<file path="src/sv/rpb_pkg.sv">
package rpb_pkg;

   typedef struct packed {
      logic [7:0] top_red;
      logic [7:0] top_green;
      logic [7:0] top_blue;
      logic [7:0] bottom_red;
      logic [7:0] bottom_green;
      logic [7:0] bottom_blue;
   } pixel_in_type;

   typedef struct packed {
      logic [7:0] out_red;
      logic [7:0] out_green;
      logic [7:0] out_blue;
   } pixel_out_type;

   localparam int CSR_INDEX_WIDTH = 8;
   localparam int CSR_DATA_WIDTH  = 16;

   localparam logic [CSR_INDEX_WIDTH-1:0] REG_BLEND_MODE     = 8'd0;
   localparam logic [CSR_INDEX_WIDTH-1:0] REG_RED_CONSTANT   = 8'd1;
   localparam logic [CSR_INDEX_WIDTH-1:0] REG_GREEN_CONSTANT = 8'd2;
   localparam logic [CSR_INDEX_WIDTH-1:0] REG_BLUE_CONSTANT  = 8'd3;

   localparam logic [2:0] MODE_MULTIPLY = 3'd0;
   localparam logic [2:0] MODE_SCREEN   = 3'd1;
   localparam logic [2:0] MODE_OVERLAY  = 3'd2;
   localparam logic [2:0] MODE_SUBTRACT = 3'd3;
   localparam logic [2:0] MODE_ADD      = 3'd4;
   localparam logic [2:0] MODE_SCALE    = 3'd5;

   localparam logic [15:0] CONSTANT_RESET = 16'd256;
   localparam logic [15:0] ROUND_BIAS     = 16'd127;
   localparam logic [15:0] SCREEN_BIAS    = 16'd65152;
   localparam logic [7:0]  CHANNEL_MAX    = 8'd255;
   localparam logic [9:0]  DIVISOR        = 10'd255;
   localparam logic [9:0]  DIVISOR_TWICE  = 10'd510;

endpackage

</file>
<file path="src/sv/rgb_pixel_blend_unit_core.sv">
// Per-pixel RGB blender: each transfer on req_ carries a top and a bottom pixel and yields one
// blended pixel on rsp_, chosen by blend_mode (multiply, screen, overlay, subtract, add constant,
// scale; codes 6 and 7 pass the top pixel through). The block takes one pixel every clock while
// rsp_ready is high; each pixel passes through the input register and then the result register,
// with the three channels worked in parallel lanes of one multiplier and a constant divide by
// 255 each. Back-pressure on rsp_ready holds both registers, so up to two pixels are in flight.
// Write the csr_ registers only while no pixel is in flight.
module rgb_pixel_blend_unit_core (
   input  logic                                clock,
   input  logic                                reset,
   input  logic                                req_valid,
   output logic                                req_ready,
   input  rpb_pkg::pixel_in_type               req_data,
   output logic                                rsp_valid,
   input  logic                                rsp_ready,
   output rpb_pkg::pixel_out_type              rsp_data,
   input  logic                                csr_write,
   input  logic [rpb_pkg::CSR_INDEX_WIDTH-1:0] csr_index,
   input  logic [rpb_pkg::CSR_DATA_WIDTH-1:0]  csr_wdata
);

   logic [2:0]             mode_ff;
   logic [15:0]            red_k_ff;
   logic [15:0]            green_k_ff;
   logic [15:0]            blue_k_ff;
   logic                   stage_valid_ff;
   rpb_pkg::pixel_in_type  stage_ff;
   logic                   rsp_valid_ff;
   rpb_pkg::pixel_out_type rsp_ff;
   rpb_pkg::pixel_out_type rsp_in;
   logic                   advance;

   function automatic logic [7:0] blend_channel(input logic [2:0]  mode,
                                                input logic [7:0]  t,
                                                input logic [7:0]  b,
                                                input logic [15:0] k);
      logic        invert;
      logic [7:0]  op_a;
      logic [15:0] op_c;
      logic [23:0] prod;
      logic [15:0] m;
      logic [15:0] num;
      logic [15:0] est_sum;
      logic [7:0]  q_est;
      logic [16:0] rem_wide;
      logic [9:0]  rem;
      logic [8:0]  quot;
      logic [16:0] add_sum;
      logic [7:0]  result;
      invert = (mode == rpb_pkg::MODE_SCREEN) || ((mode == rpb_pkg::MODE_OVERLAY) && b[7]);
      op_a   = invert ? ~t : t;
      op_c   = (mode == rpb_pkg::MODE_SCALE) ? k : {8'd0, (invert ? ~b : b)};
      prod   = {16'd0, op_a} * {8'd0, op_c};
      m      = prod[15:0];
      case (mode)
         rpb_pkg::MODE_MULTIPLY: num = m + rpb_pkg::ROUND_BIAS;
         rpb_pkg::MODE_SCREEN:   num = rpb_pkg::SCREEN_BIAS - m;
         rpb_pkg::MODE_OVERLAY: begin
            if (b[7]) begin
               num = rpb_pkg::SCREEN_BIAS - {m[14:0], 1'b0};
            end else begin
               num = {m[14:0], 1'b0} + rpb_pkg::ROUND_BIAS;
            end
         end
         default:                num = m;
      endcase
      // divide by 255: estimate from n * 257 / 65536, then up to two corrections
      est_sum  = num + {8'd0, num[15:8]};
      q_est    = est_sum[15:8];
      rem_wide = {1'b0, num} + {9'd0, q_est} - {1'b0, q_est, 8'd0};
      rem      = rem_wide[9:0];
      quot     = {1'b0, q_est} + {8'd0, (rem >= rpb_pkg::DIVISOR)}
                 + {8'd0, (rem >= rpb_pkg::DIVISOR_TWICE)};
      add_sum  = {1'b0, t, 8'd0} + {1'b0, k};
      case (mode)
         rpb_pkg::MODE_MULTIPLY,
         rpb_pkg::MODE_SCREEN,
         rpb_pkg::MODE_OVERLAY:  result = quot[7:0];
         rpb_pkg::MODE_SUBTRACT: result = (b < t) ? 8'd0 : (b - t);
         rpb_pkg::MODE_ADD:      result = add_sum[16] ? rpb_pkg::CHANNEL_MAX : add_sum[15:8];
         rpb_pkg::MODE_SCALE:    result = (prod[23:16] != 8'd0) ? rpb_pkg::CHANNEL_MAX
                                                                : prod[15:8];
         default:                result = t;
      endcase
      return result;
   endfunction

   always_ff @(posedge clock) begin
      if (reset) begin
         mode_ff    <= rpb_pkg::MODE_MULTIPLY;
         red_k_ff   <= rpb_pkg::CONSTANT_RESET;
         green_k_ff <= rpb_pkg::CONSTANT_RESET;
         blue_k_ff  <= rpb_pkg::CONSTANT_RESET;
      end else if (csr_write) begin
         case (csr_index)
            rpb_pkg::REG_BLEND_MODE:     mode_ff    <= csr_wdata[2:0];
            rpb_pkg::REG_RED_CONSTANT:   red_k_ff   <= csr_wdata;
            rpb_pkg::REG_GREEN_CONSTANT: green_k_ff <= csr_wdata;
            rpb_pkg::REG_BLUE_CONSTANT:  blue_k_ff  <= csr_wdata;
            default: begin
            end
         endcase
      end
   end

   assign advance   = !rsp_valid_ff || rsp_ready;
   assign req_ready = !stage_valid_ff || advance;

   always_comb begin
      rsp_in.out_red   = blend_channel(mode_ff, stage_ff.top_red, stage_ff.bottom_red, red_k_ff);
      rsp_in.out_green = blend_channel(mode_ff, stage_ff.top_green, stage_ff.bottom_green,
                                       green_k_ff);
      rsp_in.out_blue  = blend_channel(mode_ff, stage_ff.top_blue, stage_ff.bottom_blue,
                                       blue_k_ff);
   end

   // control
   always_ff @(posedge clock) begin
      if (reset) begin
         stage_valid_ff <= 1'b0;
         rsp_valid_ff   <= 1'b0;
      end else begin
         if (req_ready) begin
            stage_valid_ff <= req_valid;
         end
         if (advance) begin
            rsp_valid_ff <= stage_valid_ff;
         end
      end
   end

   // payload
   always_ff @(posedge clock) begin
      if (req_ready && req_valid) begin
         stage_ff <= req_data;
      end
      if (advance && stage_valid_ff) begin
         rsp_ff <= rsp_in;
      end
   end

   assign rsp_valid = rsp_valid_ff;
   assign rsp_data  = rsp_ff;

endmodule

</file>
<file path="config.mk">
export PLATFORM = sky130hd
export DESIGN_NAME = rgb_pixel_blend_unit_core
export DESIGN_NICKNAME = d
export VERILOG_FILES = /design/src/sv/rpb_pkg.sv /design/src/sv/rgb_pixel_blend_unit_core.sv
export SDC_FILE = /design/constraint.sdc
export NUM_CORES = 2
export LEC_CHECK = 0
export CAP_MARGIN = 0
export CORE_ASPECT_RATIO = 0.9
export CORE_MARGIN = 2
export CORE_UTILIZATION = 68
export DETAILED_ROUTE_END_ITERATION = 10
export DONT_BUFFER_PORTS = 1
export GPL_TIMING_DRIVEN = 0
export PLACE_DENSITY = 0.84
export SLEW_MARGIN = 20
export SYNTH_ARGS = -nofsm -noshare
export SYNTH_HDL_FRONTEND = slang
export SYNTH_SLANG_ARGS = --single-unit
</file>
<file path="constraint.sdc">
create_clock -name clock -period 15 [get_ports clock]
set_clock_uncertainty 0.1 [all_clocks]
set_input_delay 0.75 -clock clock [delete_from_list [all_inputs] [get_ports clock]]
set_output_delay 0.75 -clock clock [all_outputs]
set_load 0.02 [all_outputs]
</file>
==> flow_summary_export.csv <==
group,metric,value,unit
routing,avgViaCountPerCell,6.692,
global_route,track_usage,0.4583,
floorplanning,ioPinCount,103,
clock_network,cts_hold_buf,0,
timing,worstMarginPinSlew,1226,ps
timing,clock.fmax,0.06905,GHz
timing,relSlewSlack,0.1828,
place,io_buffer_count,0,
min_path,hold_class,"input pin to flip-flop",
critical_path,crit_fanout,10,
global_route,grt_pass1_vias,25600,
logic_synthesis,netlist_area,26730,sq um
layout,final_util,0.7347,
job,drv_cap,0,
timing,setup_tns,0,ps
global_route,use_met3,0.1511,
logic_synthesis,ys_seq_area_frac,0.1206,
clock_network,path_clk_slew,90,ps
layout,final_nets,4006,
logic_synthesis,syn_nets,3979,
critical_path,cp_common_cell,"fa_1",
critical_path,worstPathArrival,14610,ps
logic_synthesis,netlist.top_cell.by_area,"fa_1",
critical_path,crit_path_max_incr_delay,590,ps
layout,layout_common_cells,"nor2_1, inv_1, fa_1, ha_1, a21oi_1",
logic_synthesis,ys_top_cells_by_area,"fa_1, ha_1, edfxtp_1",
timing,period_needed,14480,ps
routing,post_drt_wl_per_cell,23.45,microns
global_route,busiest_layer,"met2",
floorplanning,chipHeight,192.1,microns
floorplanning,start_util,0.6936,
critical_path,r2r_slack,520,ps
critical_path,crit_path_end_kind,"flip-flop",
critical_path,cp-endpoint,"rsp_data[11]",
place,pre_cts_slack,-1365,ps
timing,finalSetupViolations,0,
critical_path,r2r-start,"mode_ff[0]",
critical_path,startpoint_type,"flip-flop",
clock_network,clock-sinks,125,
outcome,status,"finished, violations left",
routing,vias,26450,
critical_path,ff2ff_path_depth,50,
clock_network,numCtsBuffers,17,
critical_path,required,15130,ps
routing,drtPass1Iterations,11,
timing,fin_crit_sh,0.9654,
floorplanning,dieArea,40920,sq um
clock_network,ctsRootBufferMaster,"clkbuf_16",
critical_path,r2r_end,"rsp_data[11]",
layout,mostFrequentLayoutCell,"nor2_1",
layout,fillers,2981,
routing,wirelength,92680,microns
floorplanning,row_count,68,
layout,drive_gt1_frac,0.06016,
global_route,use_met1,0.6058,
logic_synthesis,syn_inst,3384,
place,gp_congestion,1.057,
routing,drc,2,
global_route,grt_antenna_before_repair,3,
global_route,grt_pass1_wl,142000,microns
logic_synthesis,synth_ff_type,"edfxtp_1",
place,hpwl,73260,microns
logic_synthesis,ys_ff_latch,125,
routing,first_iter_violations,3407,
timing,report.final.slew_viol_count,0,
clock_network,cts_buffer_depth,2,
logic_synthesis,netlist.area_leader.share,0.1955,
global_route,grt_max_degree,49,
layout,syn_to_final_growth,5.935,%
clock_network,htreeDepth,4,
global_route,grt.overflow.total,0,
clock_network,clk_latency,480,ps
logic_synthesis,async_reset_ff_frac,0,
critical_path,critPathSlowestCell,"fa_1",
critical_path,startpoint,"mode_ff[0]",
layout,multi_input_area,21380,sq um
timing,hold_viol,0,
routing,ant_nets,0,
logic_synthesis,synth-edff-count,72,
logic_synthesis,avgSynthCellArea,7.899,sq um
logic_synthesis,synth_cell_types,93,
critical_path,criticalPathCategory,"flip-flop to flip-flop",
outcome,failed_checks,"design-rule violations",
timing,setup_ws,518.3,ps
clock_network,cts_tree,"done",
floorplanning,core-area,38540,sq um
floorplanning,die_x,213.0,microns
layout,regArea,3223,sq um
logic_synthesis,yosysWarningCount,0,
global_route,grt_util_met2,0.6775,
[layout make-up]
cell class / count / area share
Inverter: 470 / 0.06230
Timing Repair Buffer: 9 / 0.003093
Antenna cell: 3 / 0.0002651
Clock buffer: 18 / 0.01515
Buffer: 151 / 0.02187
Tap cell: 525 / 0.02320
Multi-Input combinational cell: 2637 / 0.7550
Sequential cell: 125 / 0.1138
Clock inverter: 14 / 0.005258
[cells by family after synthesis]
kind of cell             share of synthesized area
adder cells (fa/ha/maj)                     0.3169
AND/OR/NAND/NOR                             0.1905
XOR/XNOR                                   0.08116
multiplexers                               0.02186
AO/OA/AOI/OAI                               0.1809
buffers and inverters                      0.08818
flip-flops                                  0.1206
[per-stage QoR]
| step | cells | hold slack [ps] | area [sq um] |
|---|---|---|---|
| 3_5_place_dp | 3910 | 386.5 | 27430 |
| 5_1_grt | 3950 | 251.0 | 28310 |
| 4_1_cts | 3943 | 254.0 | 28040 |
| 6_report | 3952 | 258.7 | 28320 |
| 2_1_floorplan | 3384 | 356.5 | 26730 |
| 3_3_place_gp | 3909 | 375.2 | 27390 |
[registers in the layout (all words and copies together), names as in the netlist]
| register | count |
|---|---|
| stage_ff | 48 |
| rsp_data | 24 |
| blue_k_ff | 16 |
| green_k_ff | 16 |
| red_k_ff | 16 |
| mode_ff | 3 |
| rsp_valid | 1 |
| stage_valid_ff | 1 |
[worst max-delay path, delay by kind of cell, from the launching register on]
kind,cells,cell delay [ps]
AND/OR/NAND/NOR,13,3420
adder cells (fa/ha/maj),9,3770
buffers and inverters,12,2750
AO/OA/AOI/OAI,13,3170
flip-flops,1,310
XOR/XNOR,3,680
[synth_stat cells, drive strengths merged, types with 12 or more instances]
library cell / number
o21a: 31
and3: 15
o31ai: 14
o21bai: 18
xor2: 78
fa: 261
nand2: 162
and2: 17
or3: 19
xnor2: 168
buf: 31
nand4: 46
a22oi: 12
o22ai: 32
nor3b: 14
a21o: 51
dfxtp: 53
nor3: 69
nor2: 492
ha: 257
nor4: 20
inv: 470
nand3: 81
mux2i: 55
a211o: 18
o211ai: 24
edfxtp: 72
a31oi: 38
o21ai: 165
a211oi: 28
nand2b: 28
clkbuf: 121
nor2b: 24
or4: 15
a21oi: 183
or2: 56
[metal layers]
layer  vias up  part of all wire
li1      11600                 -
met1     12630              0.38
met2      1863              0.42
met3       356              0.15
met4         2             0.049
met5         -          0.000097
[worst min path at each step]
stage | from | endpoint | slack (ps) | cells past startpoint
after floorplan | green_k_ff[7] | green_k_ff[7] | 360 | 2
after global placement | red_k_ff[3] | red_k_ff[3] | 380 | 2
after detailed placement | blue_k_ff[1] | blue_k_ff[1] | 390 | 2
after CTS | req_data[32] | stage_ff[32] | 250 | 0
after global routing | req_data[15] | stage_ff[15] | 250 | 0
final | req_data[32] | stage_ff[32] | 260 | 0
[what timing repair did]
item,in CTS,in global routing
endpoints found under the setup margin,18,23
setup buffers,1,7
resized for setup,10,64
pin swaps,1,3
Power is not shown: default switching activity piles up to over one toggle a cycle in this logic, so the estimate is an artifact.
